**src/pfmt_pkg.sv**
```systemverilog
`default_nettype none
package pfmt_pkg;

  localparam int MAX_WIDTH_DEF = 64;
  localparam int VAL_W         = 32;
  localparam int NDIG          = 11;

  localparam int FLB_MINUS = 0;
  localparam int FLB_PLUS  = 1;
  localparam int FLB_ZERO  = 2;

  localparam logic [2:0] ACT_NONE = 3'd0;
  localparam logic [2:0] ACT_CHAR = 3'd1;
  localparam logic [2:0] ACT_DEC  = 3'd2;
  localparam logic [2:0] ACT_OCT  = 3'd3;
  localparam logic [2:0] ACT_HEX  = 3'd4;

  typedef struct packed {
    logic [7:0]       fmt_char;
    logic [VAL_W-1:0] arg_value;
  } in_item_t;

  typedef struct packed {
    logic [7:0] out_char;
    logic       last_of_run;
  } out_item_t;

  typedef struct packed {
    logic [2:0] kind;
    logic [7:0] ch;
    logic       is_signed;
    logic       upper;
  } action_t;

  typedef struct packed {
    logic load;
    logic mul;
    logic gen;
    logic plan;
    logic emit;
  } dp_cmd_t;

  typedef struct packed {
    logic gen_done;
    logic emit_last;
    logic slot_free;
    logic is_dec;
  } dp_stat_t;

  function automatic logic [7:0] digit_char(input logic [3:0] d, input logic upper);
    logic [7:0] r;
    if (d < 4'd10) begin
      r = 8'h30 + {4'h0, d};
    end else if (upper) begin
      r = 8'h41 + {4'h0, d - 4'd10};
    end else begin
      r = 8'h61 + {4'h0, d - 4'd10};
    end
    return r;
  endfunction

endpackage
`default_nettype wire

```
**src/pfmt_parse.sv**
```systemverilog
`default_nettype none
module pfmt_parse
  import pfmt_pkg::*;
#(
  parameter int MAX_WIDTH = MAX_WIDTH_DEF,
  localparam int WW = $clog2(MAX_WIDTH + 1)
) (
  input  logic          clk,
  input  logic          rst,
  input  logic          accept,
  input  in_item_t      in_data,
  output action_t       action,
  output logic [2:0]    spec_flags,
  output logic [WW-1:0] field_width
);

  localparam logic [2:0] PH_COPY  = 3'd0;
  localparam logic [2:0] PH_FLAGS = 3'd1;
  localparam logic [2:0] PH_WIDTH = 3'd2;
  localparam logic [2:0] PH_PREC  = 3'd3;
  localparam logic [2:0] PH_TYPE  = 3'd4;

  localparam logic [7:0] CH_NUL   = 8'h00;
  localparam logic [7:0] CH_SPACE = 8'h20;
  localparam logic [7:0] CH_HASH  = 8'h23;
  localparam logic [7:0] CH_PCT   = 8'h25;
  localparam logic [7:0] CH_PLUS  = 8'h2B;
  localparam logic [7:0] CH_MINUS = 8'h2D;
  localparam logic [7:0] CH_DOT   = 8'h2E;
  localparam logic [7:0] CH_0     = 8'h30;
  localparam logic [7:0] CH_9     = 8'h39;
  localparam logic [7:0] CH_UP_L  = 8'h4C;
  localparam logic [7:0] CH_UP_X  = 8'h58;
  localparam logic [7:0] CH_C     = 8'h63;
  localparam logic [7:0] CH_D     = 8'h64;
  localparam logic [7:0] CH_H     = 8'h68;
  localparam logic [7:0] CH_I     = 8'h69;
  localparam logic [7:0] CH_J     = 8'h6A;
  localparam logic [7:0] CH_L     = 8'h6C;
  localparam logic [7:0] CH_O     = 8'h6F;
  localparam logic [7:0] CH_T     = 8'h74;
  localparam logic [7:0] CH_U     = 8'h75;
  localparam logic [7:0] CH_X     = 8'h78;
  localparam logic [7:0] CH_Z     = 8'h7A;

  logic [2:0]    parse_phase;
  logic [2:0]    phase_next;
  logic [2:0]    flags_next;
  logic [WW-1:0] width_next;
  logic [7:0]    c;
  logic          is_digit;
  logic          is_flag;
  logic          is_len;
  logic          to_width;
  logic          to_type;
  logic [3:0]    dval;
  logic [WW+3:0] wsum;

  always_comb begin
    c        = in_data.fmt_char;
    is_digit = (c >= CH_0) && (c <= CH_9);
    dval     = c[3:0];
    is_flag  = c inside {CH_MINUS, CH_PLUS, CH_0, CH_SPACE, CH_HASH};
    is_len   = c inside {CH_H, CH_L, CH_UP_L, CH_Z, CH_J, CH_T};
    to_width = ((parse_phase == PH_FLAGS) && !is_flag) || (parse_phase == PH_WIDTH);
    to_type  = (to_width && !is_digit && (c != CH_DOT)) ||
               ((parse_phase == PH_PREC) && !is_digit) || (parse_phase == PH_TYPE);
    wsum     = (WW+4)'(field_width) * (WW+4)'(4'd10) + (WW+4)'(dval);

    phase_next = parse_phase;
    flags_next = spec_flags;
    width_next = field_width;
    action     = '{kind: ACT_NONE, ch: CH_NUL, is_signed: 1'b0, upper: 1'b0};

    if (c == CH_NUL) begin
      phase_next  = PH_COPY;
      flags_next  = 3'b000;
      width_next  = '0;
      action.kind = ACT_CHAR;
    end else if (to_type) begin
      if (is_len) begin
        phase_next = PH_TYPE;
      end else begin
        phase_next = PH_COPY;
        case (c)
          CH_D, CH_I: begin
            action.kind      = ACT_DEC;
            action.is_signed = 1'b1;
          end
          CH_U:    action.kind = ACT_DEC;
          CH_O:    action.kind = ACT_OCT;
          CH_X:    action.kind = ACT_HEX;
          CH_UP_X: begin
            action.kind  = ACT_HEX;
            action.upper = 1'b1;
          end
          CH_C: begin
            action.kind = ACT_CHAR;
            action.ch   = in_data.arg_value[7:0];
          end
          CH_PCT: begin
            action.kind = ACT_CHAR;
            action.ch   = CH_PCT;
          end
          default: ;
        endcase
      end
    end else if (to_width) begin
      if (is_digit) begin
        phase_next = PH_WIDTH;
        width_next = (wsum > (WW+4)'(MAX_WIDTH)) ? WW'(MAX_WIDTH) : wsum[WW-1:0];
      end else begin
        phase_next = PH_PREC;
      end
    end else if (parse_phase == PH_FLAGS) begin
      case (c)
        CH_MINUS: flags_next[FLB_MINUS] = 1'b1;
        CH_PLUS:  flags_next[FLB_PLUS]  = 1'b1;
        CH_0:     flags_next[FLB_ZERO]  = 1'b1;
        default: ;
      endcase
    end else if (parse_phase == PH_PREC) begin
      phase_next = PH_PREC;
    end else if (c == CH_PCT) begin
      phase_next = PH_FLAGS;
      flags_next = 3'b000;
      width_next = '0;
    end else begin
      phase_next  = PH_COPY;
      action.kind = ACT_CHAR;
      action.ch   = c;
    end
  end

  always_ff @(posedge clk) begin
    if (rst) begin
      parse_phase <= PH_COPY;
      spec_flags  <= 3'b000;
      field_width <= '0;
    end else if (accept) begin
      parse_phase <= phase_next;
      spec_flags  <= flags_next;
      field_width <= width_next;
    end
  end

endmodule
`default_nettype wire

```
**src/pfmt_ctrl.sv**
```systemverilog
`default_nettype none
module pfmt_ctrl
  import pfmt_pkg::*;
(
  input  logic       clk,
  input  logic       rst,
  input  logic       accept,
  input  logic [2:0] act_kind,
  input  dp_stat_t   stat,
  output logic       in_ready,
  output dp_cmd_t    cmd
);

  localparam logic [2:0] ST_IDLE = 3'd0;
  localparam logic [2:0] ST_MUL  = 3'd1;
  localparam logic [2:0] ST_GEN  = 3'd2;
  localparam logic [2:0] ST_PLAN = 3'd3;
  localparam logic [2:0] ST_EMIT = 3'd4;

  logic [2:0] state;
  logic [2:0] state_next;

  always_comb begin
    in_ready   = (state == ST_IDLE);
    cmd.load   = accept;
    cmd.mul    = (state == ST_MUL);
    cmd.gen    = (state == ST_GEN);
    cmd.plan   = (state == ST_PLAN);
    cmd.emit   = (state == ST_EMIT) && stat.slot_free;
    state_next = state;
    case (state)
      ST_IDLE: begin
        if (accept) begin
          case (act_kind)
            ACT_CHAR:         state_next = ST_EMIT;
            ACT_DEC:          state_next = ST_MUL;
            ACT_OCT, ACT_HEX: state_next = ST_GEN;
            default:          state_next = ST_IDLE;
          endcase
        end
      end
      ST_MUL:  state_next = ST_GEN;
      ST_GEN: begin
        if (stat.gen_done) begin
          state_next = ST_PLAN;
        end else if (stat.is_dec) begin
          state_next = ST_MUL;
        end
      end
      ST_PLAN: state_next = ST_EMIT;
      ST_EMIT: begin
        if (stat.slot_free && stat.emit_last) begin
          state_next = ST_IDLE;
        end
      end
      default: state_next = ST_IDLE;
    endcase
  end

  always_ff @(posedge clk) begin
    if (rst) begin
      state <= ST_IDLE;
    end else begin
      state <= state_next;
    end
  end

endmodule
`default_nettype wire

```
**src/pfmt_dp.sv**
```systemverilog
`default_nettype none
module pfmt_dp
  import pfmt_pkg::*;
#(
  parameter int MAX_WIDTH = MAX_WIDTH_DEF,
  localparam int WW = $clog2(MAX_WIDTH + 1)
) (
  input  logic             clk,
  input  logic             rst,
  input  dp_cmd_t          cmd,
  input  action_t          action,
  input  logic [VAL_W-1:0] arg_value,
  input  logic [2:0]       spec_flags,
  input  logic [WW-1:0]    field_width,
  output dp_stat_t         stat,
  output logic             out_valid,
  input  logic             out_ready,
  output out_item_t        out_data
);

  localparam logic [7:0]  CH_SPACE = 8'h20;
  localparam logic [7:0]  CH_PLUS  = 8'h2B;
  localparam logic [7:0]  CH_MINUS = 8'h2D;
  localparam logic [7:0]  CH_0     = 8'h30;
  localparam logic [31:0] RECIP10  = 32'hCCCCCCCD;

  logic [VAL_W-1:0]   val;
  logic [2*VAL_W-1:0] prod;
  logic [2:0]         kind;
  logic               upper;
  logic [3:0]         digs [NDIG];
  logic [3:0]         ndig;
  logic               nsign;
  logic [7:0]         sgn_char;
  logic               mode_minus;
  logic               mode_zero;
  logic [WW-1:0]      width_r;
  logic [WW-1:0]      tot;
  logic [WW-1:0]      pad;
  logic [WW-1:0]      pos;

  logic [28:0]        q;
  logic [3:0]         q10_lo;
  logic [3:0]         dig;
  logic [VAL_W-1:0]   vnext;
  logic               neg;
  logic [WW-1:0]      total;
  logic [WW-1:0]      sn;
  logic [WW-1:0]      nd;
  logic [WW-1:0]      didx;
  logic [7:0]         emit_ch;
  logic               use_dig;

  always_comb begin
    q      = prod[63:35];
    q10_lo = {q[0], 3'b000} + {q[2:0], 1'b0};
    case (kind)
      ACT_DEC: begin
        dig   = val[3:0] - q10_lo;
        vnext = {3'b000, q};
      end
      ACT_OCT: begin
        dig   = {1'b0, val[2:0]};
        vnext = val >> 3;
      end
      default: begin
        dig   = val[3:0];
        vnext = val >> 4;
      end
    endcase
    neg   = action.is_signed && arg_value[VAL_W-1];
    sn    = WW'(nsign);
    nd    = WW'(ndig);
    total = nd + sn;

    use_dig = 1'b0;
    emit_ch = CH_SPACE;
    didx    = tot - pos - WW'(1);
    if (mode_minus) begin
      if (pos < sn) begin
        emit_ch = sgn_char;
      end else if (pos < sn + nd) begin
        use_dig = 1'b1;
        didx    = sn + nd - pos - WW'(1);
      end
    end else if (mode_zero) begin
      if (pos < sn) begin
        emit_ch = sgn_char;
      end else if (pos < sn + pad) begin
        emit_ch = CH_0;
      end else begin
        use_dig = 1'b1;
      end
    end else begin
      if (pos < pad) begin
        emit_ch = CH_SPACE;
      end else if (pos < pad + sn) begin
        emit_ch = sgn_char;
      end else begin
        use_dig = 1'b1;
      end
    end
    if (use_dig) begin
      emit_ch = digit_char(digs[didx[3:0]], upper);
    end

    stat.gen_done  = (vnext == '0);
    stat.emit_last = (pos == tot - WW'(1));
    stat.slot_free = !out_valid || out_ready;
    stat.is_dec    = (kind == ACT_DEC);
  end

  always_ff @(posedge clk) begin
    if (cmd.load) begin
      kind    <= action.kind;
      upper   <= action.upper;
      ndig    <= 4'd0;
      pos     <= '0;
      width_r <= field_width;
      if (action.kind == ACT_CHAR) begin
        sgn_char   <= action.ch;
        nsign      <= 1'b1;
        tot        <= WW'(1);
        pad        <= '0;
        mode_minus <= 1'b0;
        mode_zero  <= 1'b0;
      end else begin
        val        <= neg ? (~arg_value + VAL_W'(1)) : arg_value;
        nsign      <= action.is_signed && (neg || spec_flags[FLB_PLUS]);
        sgn_char   <= neg ? CH_MINUS : CH_PLUS;
        mode_minus <= spec_flags[FLB_MINUS];
        mode_zero  <= spec_flags[FLB_ZERO];
      end
    end
    if (cmd.mul) begin
      prod <= (2*VAL_W)'(val) * (2*VAL_W)'(RECIP10);
    end
    if (cmd.gen) begin
      digs[ndig] <= dig;
      ndig       <= ndig + 4'd1;
      val        <= vnext;
    end
    if (cmd.plan) begin
      if (width_r > total) begin
        tot <= width_r;
        pad <= width_r - total;
      end else begin
        tot <= total;
        pad <= '0;
      end
    end
    if (cmd.emit) begin
      pos      <= pos + WW'(1);
      out_data <= '{out_char: emit_ch, last_of_run: stat.emit_last};
    end
  end

  always_ff @(posedge clk) begin
    if (rst) begin
      out_valid <= 1'b0;
    end else if (cmd.emit) begin
      out_valid <= 1'b1;
    end else if (out_ready) begin
      out_valid <= 1'b0;
    end
  end

endmodule
`default_nettype wire

```
**src/printf_format_integer_formatter.sv**
```systemverilog
`default_nettype none
// printf-style formatter fed one format byte (plus its argument word) per transfer.
// A byte that emits nothing leaves the input ready for the next byte. A copied
// byte, %c, %% or the terminating zero is accepted and then sent as one output byte.
// Integer conversions build digits least significant first in a digit buffer:
// hex and octal at one digit per cycle, decimal through a registered multiply by
// the reciprocal of ten, then a planning state; output then streams at one byte per
// cycle while the output register is free, max(width, digits + sign) bytes in all.
// The input is taken again as soon as the final byte sits in the output register.
module printf_format_integer_formatter
  import pfmt_pkg::*;
#(
  parameter int MAX_WIDTH = MAX_WIDTH_DEF
) (
  input  logic      clk,
  input  logic      rst,
  input  logic      in_valid,
  output logic      in_ready,
  input  in_item_t  in_data,
  output logic      out_valid,
  input  logic      out_ready,
  output out_item_t out_data
);

  localparam int WW = $clog2(MAX_WIDTH + 1);

  logic          accept;
  action_t       action;
  logic [2:0]    spec_flags;
  logic [WW-1:0] field_width;
  dp_cmd_t       cmd;
  dp_stat_t      stat;

  assign accept = in_valid && in_ready;

  pfmt_parse #(.MAX_WIDTH(MAX_WIDTH)) u_parse (
    .clk         (clk),
    .rst         (rst),
    .accept      (accept),
    .in_data     (in_data),
    .action      (action),
    .spec_flags  (spec_flags),
    .field_width (field_width)
  );

  pfmt_ctrl u_ctrl (
    .clk      (clk),
    .rst      (rst),
    .accept   (accept),
    .act_kind (action.kind),
    .stat     (stat),
    .in_ready (in_ready),
    .cmd      (cmd)
  );

  pfmt_dp #(.MAX_WIDTH(MAX_WIDTH)) u_dp (
    .clk         (clk),
    .rst         (rst),
    .cmd         (cmd),
    .action      (action),
    .arg_value   (in_data.arg_value),
    .spec_flags  (spec_flags),
    .field_width (field_width),
    .stat        (stat),
    .out_valid   (out_valid),
    .out_ready   (out_ready),
    .out_data    (out_data)
  );

endmodule
`default_nettype wire
```
**config.mk**
```make
export PLATFORM = sky130hd
export DESIGN_NAME = printf_format_integer_formatter
export DESIGN_NICKNAME = d
export VERILOG_FILES = /design/src/pfmt_pkg.sv /design/src/pfmt_parse.sv /design/src/pfmt_ctrl.sv /design/src/pfmt_dp.sv /design/src/printf_format_integer_formatter.sv
export SDC_FILE = /design/constraint.sdc
export NUM_CORES = 2
export LEC_CHECK = 0
export ABC_AREA = 1
export BUFFER_PORTS_ARGS = -buffer_cell sky130_fd_sc_hd__buf_2
export CORE_AREA = 2 2 257 259
export CTS_CLUSTER_SIZE = 10
export DETAILED_ROUTE_END_ITERATION = 10
export DIE_AREA = 0 0 259 261
export SYNTH_ARGS = -nofsm -noshare
export SYNTH_HDL_FRONTEND = slang
export SYNTH_SLANG_ARGS = --single-unit
```
**constraint.sdc**
```tcl
create_clock -name clk -period 10.49 [get_ports clk]
set_input_delay 2.098 -clock clk [delete_from_list [all_inputs] [get_ports clk]]
set_output_delay 2.098 -clock clk [all_outputs]
set_load 0.05 [all_outputs]
```
==> results.json <==
{
  "die_x_um": 259,
  "start_util_pct": 44.4,
  "rr_endpoint": "u_dp.prod[62]",
  "ctsResizeCount": 0,
  "crit_path_start": "u_dp.val[9]",
  "tns_ps": 0,
  "rr_startpoint": "u_dp.val[9]",
  "io_pins": 55,
  "grt_pass1_vias": 23100,
  "first_pass_iters": 6,
  "row_count": 94,
  "grt_max_degree": 56,
  "dr_total_vias": 22200,
  "hold_buffers": 0,
  "clkSinkCount": 178,
  "gp_congestion": 1.01,
  "slew_viol_final": 0,
  "die_area_um2": 67600,
  "layout_commonest_cell": "inv_1",
  "hold_viol": 0,
  "post_drt_wl_per_cell_um": 20.7,
  "holdCritPathClass": "reg2reg",
  "min_period_over_period_pct": 74.6,
  "gr-total-overflow": 0,
  "hp-start": "u_parse.spec_flags[1]",
  "r2r_cells": 24,
  "ant_nets": 0,
  "critPathMaxFanout": 8,
  "netlist_area_um2": 28900,
  "clkSlewWorstSetupHoldPaths_ps": 80,
  "rsz0062_at_grt": "no",
  "utilization_pct": 47.3,
  "synth-edff-count": 161,
  "arrival_ps": 8020,
  "groute.usage.overall_pct": 26.7,
  "clock.fmax_mhz": 128,
  "synth_cell_types": 64,
  "core_area_um2": 65000,
  "final_cell_mix": "882 x inv_1, 422 x nand2_1, 402 x ha_1, 391 x fa_1, 187 x nor2_1",
  "antenna_cells": 0,
  "cts_made_buffers": 17,
  "ff2ff_setup_slack_ps": 2660,
  "hold_path_depth": 2,
  "syn_area_per_cell_um2": 8.75,
  "vias_per_cell": 5.24,
  "fin_crit_ps": 7830,
  "grt_pass1_wl_um": 136000,
  "worstPathRequired_ps": 10690,
  "whs_endpoint": "u_parse.spec_flags[1]",
  "yosysSeqAreaShare_pct": 17.9,
  "fillers": 6333,
  "status": "completed",
  "wirelength_um": 87700,
  "antenna_found_initial": 0,
  "route.detailed.drc": 0,
  "detail_route.iter0.violations": 1661,
  "setup_viol": 0,
  "nets": 4193,
  "max_slew_margin_pct": 27.2,
  "area_growth_pct": 6.51,
  "cts-htree-levels": 4,
  "worst_pin_slew_ps": 1080,
  "port_buffers": 54,
  "syn_inst": 3300,
  "syn-num-nets": 4137,
  "ys_seq_elements": 178,
  "maxCapViolations": 0,
  "start_kind": "register",
  "clockRootBuffer": "clkbuf_16",
  "cts_tree": "built",
  "async_reset_ff_share_pct": 0,
  "die_y_um": 261,
  "dp_hpwl_um": 76400,
  "drive_above_1_share_pct": 5.19,
  "yosysWarningCount": 0,
  "worstSetupPathType": "reg2reg",
  "synth_ff_type": "edfxtp_1",
  "cts_buffer_depth": 2,
  "skew_ps": 19.8,
  "end_kind": "register",
  "insertion_delay_ps": 460,
  "cts_setup_buffers": 0
}
worst max path at each step:
stage | end | slack (ps) | cells past startpoint
floorplan | u_dp.prod[63] | 4030 | 27
detailed placement | u_dp.prod[62] | 2830 | 24
global route | u_dp.prod[51] | 2370 | 25
CTS | u_dp.prod[62] | 2790 | 24
finish | u_dp.prod[62] | 2660 | 24
global placement | u_dp.prod[62] | 2770 | 24
critical path, cell delays in order (launching register included):
cell and delay [ps]:
edfxtp_1 720, ha_1 570, inv_1 180, fa_1 570, inv_1 60, fa_1 530, inv_1 50, fa_1 520
inv_1 60, fa_1 470, fa_1 520, fa_1 540, inv_1 60, fa_1 520, inv_1 40, ha_1 310
nand2_1 100, nor2_1 260, nand2_1 120, nor4_1 530, nand3_1 160, nand3_1 250, nand2_1 110, a22oi_1 190
xor2_1 120
registers in the layout (all words and copies together), names as in the netlist, 3 cells and up:
signal / flops
u_dp.sgn_char: 8
u_dp.pos: 7
u_dp.ndig: 4
u_dp.tot: 7
u_parse.spec_flags: 3
u_dp.val: 32
u_dp.kind: 3
u_parse.parse_phase: 3
u_parse.field_width: 7
u_dp.width_r: 7
u_ctrl.state: 3
u_dp.pad: 7
u_dp.digs: 44
u_dp.prod: 29
u_dp.out_data: 9
synth_stat cells (all sizes together), types with 2 or more instances:
| cell type | instances | area (um^2) |
|---|---|---|
| or2 | 10 | 62.6 |
| clkbuf | 16 | 60.1 |
| o221ai | 2 | 17.5 |
| a21oi | 159 | 815 |
| clkinv | 2 | 7.51 |
| a21o | 11 | 82.6 |
| a31oi | 16 | 100 |
| o32ai | 2 | 17.5 |
| o31ai | 3 | 22.5 |
| a211oi | 4 | 30.0 |
| o21ai | 116 | 592 |
| o21a | 12 | 90.1 |
| nand3 | 108 | 546 |
| nor3 | 53 | 275 |
| o21bai | 13 | 97.6 |
| nand3b | 9 | 67.6 |
| a41oi | 2 | 17.5 |
| xnor2 | 44 | 385 |
| nor4 | 19 | 125 |
| buf | 12 | 92.6 |
| a22oi | 10 | 75.1 |
| dfxtp | 17 | 340 |
| edfxtp | 161 | 4830 |
| nor3b | 4 | 30.0 |
| ha | 402 | 5030 |
| inv | 903 | 3390 |
| nand2 | 443 | 1760 |
| o2111ai | 3 | 26.3 |
| and3 | 2 | 12.5 |
| fa | 391 | 7830 |
| o211ai | 22 | 170 |
| xor2 | 87 | 762 |
| nand4 | 28 | 181 |
| o22ai | 6 | 37.5 |
| nor2 | 200 | 807 |
area by class of cell:
class / instances / area (um^2) / share of cell area (%)
clock buffer: 18 / 429 / 1.40
clock inverter: 14 / 144 / 0.468
inverter: 905 / 3400 / 11.1
multi-input combinational: 2189 / 20200 / 65.6
sequential: 178 / 5170 / 16.8
tap: 864 / 1080 / 3.52
timing repair buffer: 65 / 353 / 1.15
layer usage:
| metal | track usage [%] | routed length, um | vias up |
|---|---|---|---|
| li1 | - | - | 10500 |
| met1 | 35.4 | 37900 | 10800 |
| met2 | 44.1 | 40700 | 723 |
| met3 | 2.59 | 4140 | 165 |
| met4 | 13.2 | 4990 | 0 |
| met5 | 0 | 0 | - |
metrics by stage:
stage          setup slack, ps  area [um^2]  cells  hold slack, ps
2_1_floorplan             4030        28900   3300             436
6_report                  2660        30700   4233             475
3_3_place_gp              2770        30200   4201             453
5_1_grt                   2370        30700   4233             491
4_1_cts                   2790        30700   4233             474
3_5_place_dp              2830        30200   4201             465
cell families (layout without fill, tap and decap cells):
group | after synthesis | in the layout | share of synthesized area [%]
AOI/OAI and AO/OA | 389 | 389 | 7.84
xor gates and xnor gates | 131 | 131 | 3.97
adders and majority gates | 793 | 793 | 44.5
buffers and inverters | 933 | 1002 | 12.3
DFF | 178 | 178 | 17.9
and+or+nand+nor | 876 | 876 | 13.4
Power is not shown: default switching activity piles up to over one toggle a cycle in this logic, so the estimate is an artifact.
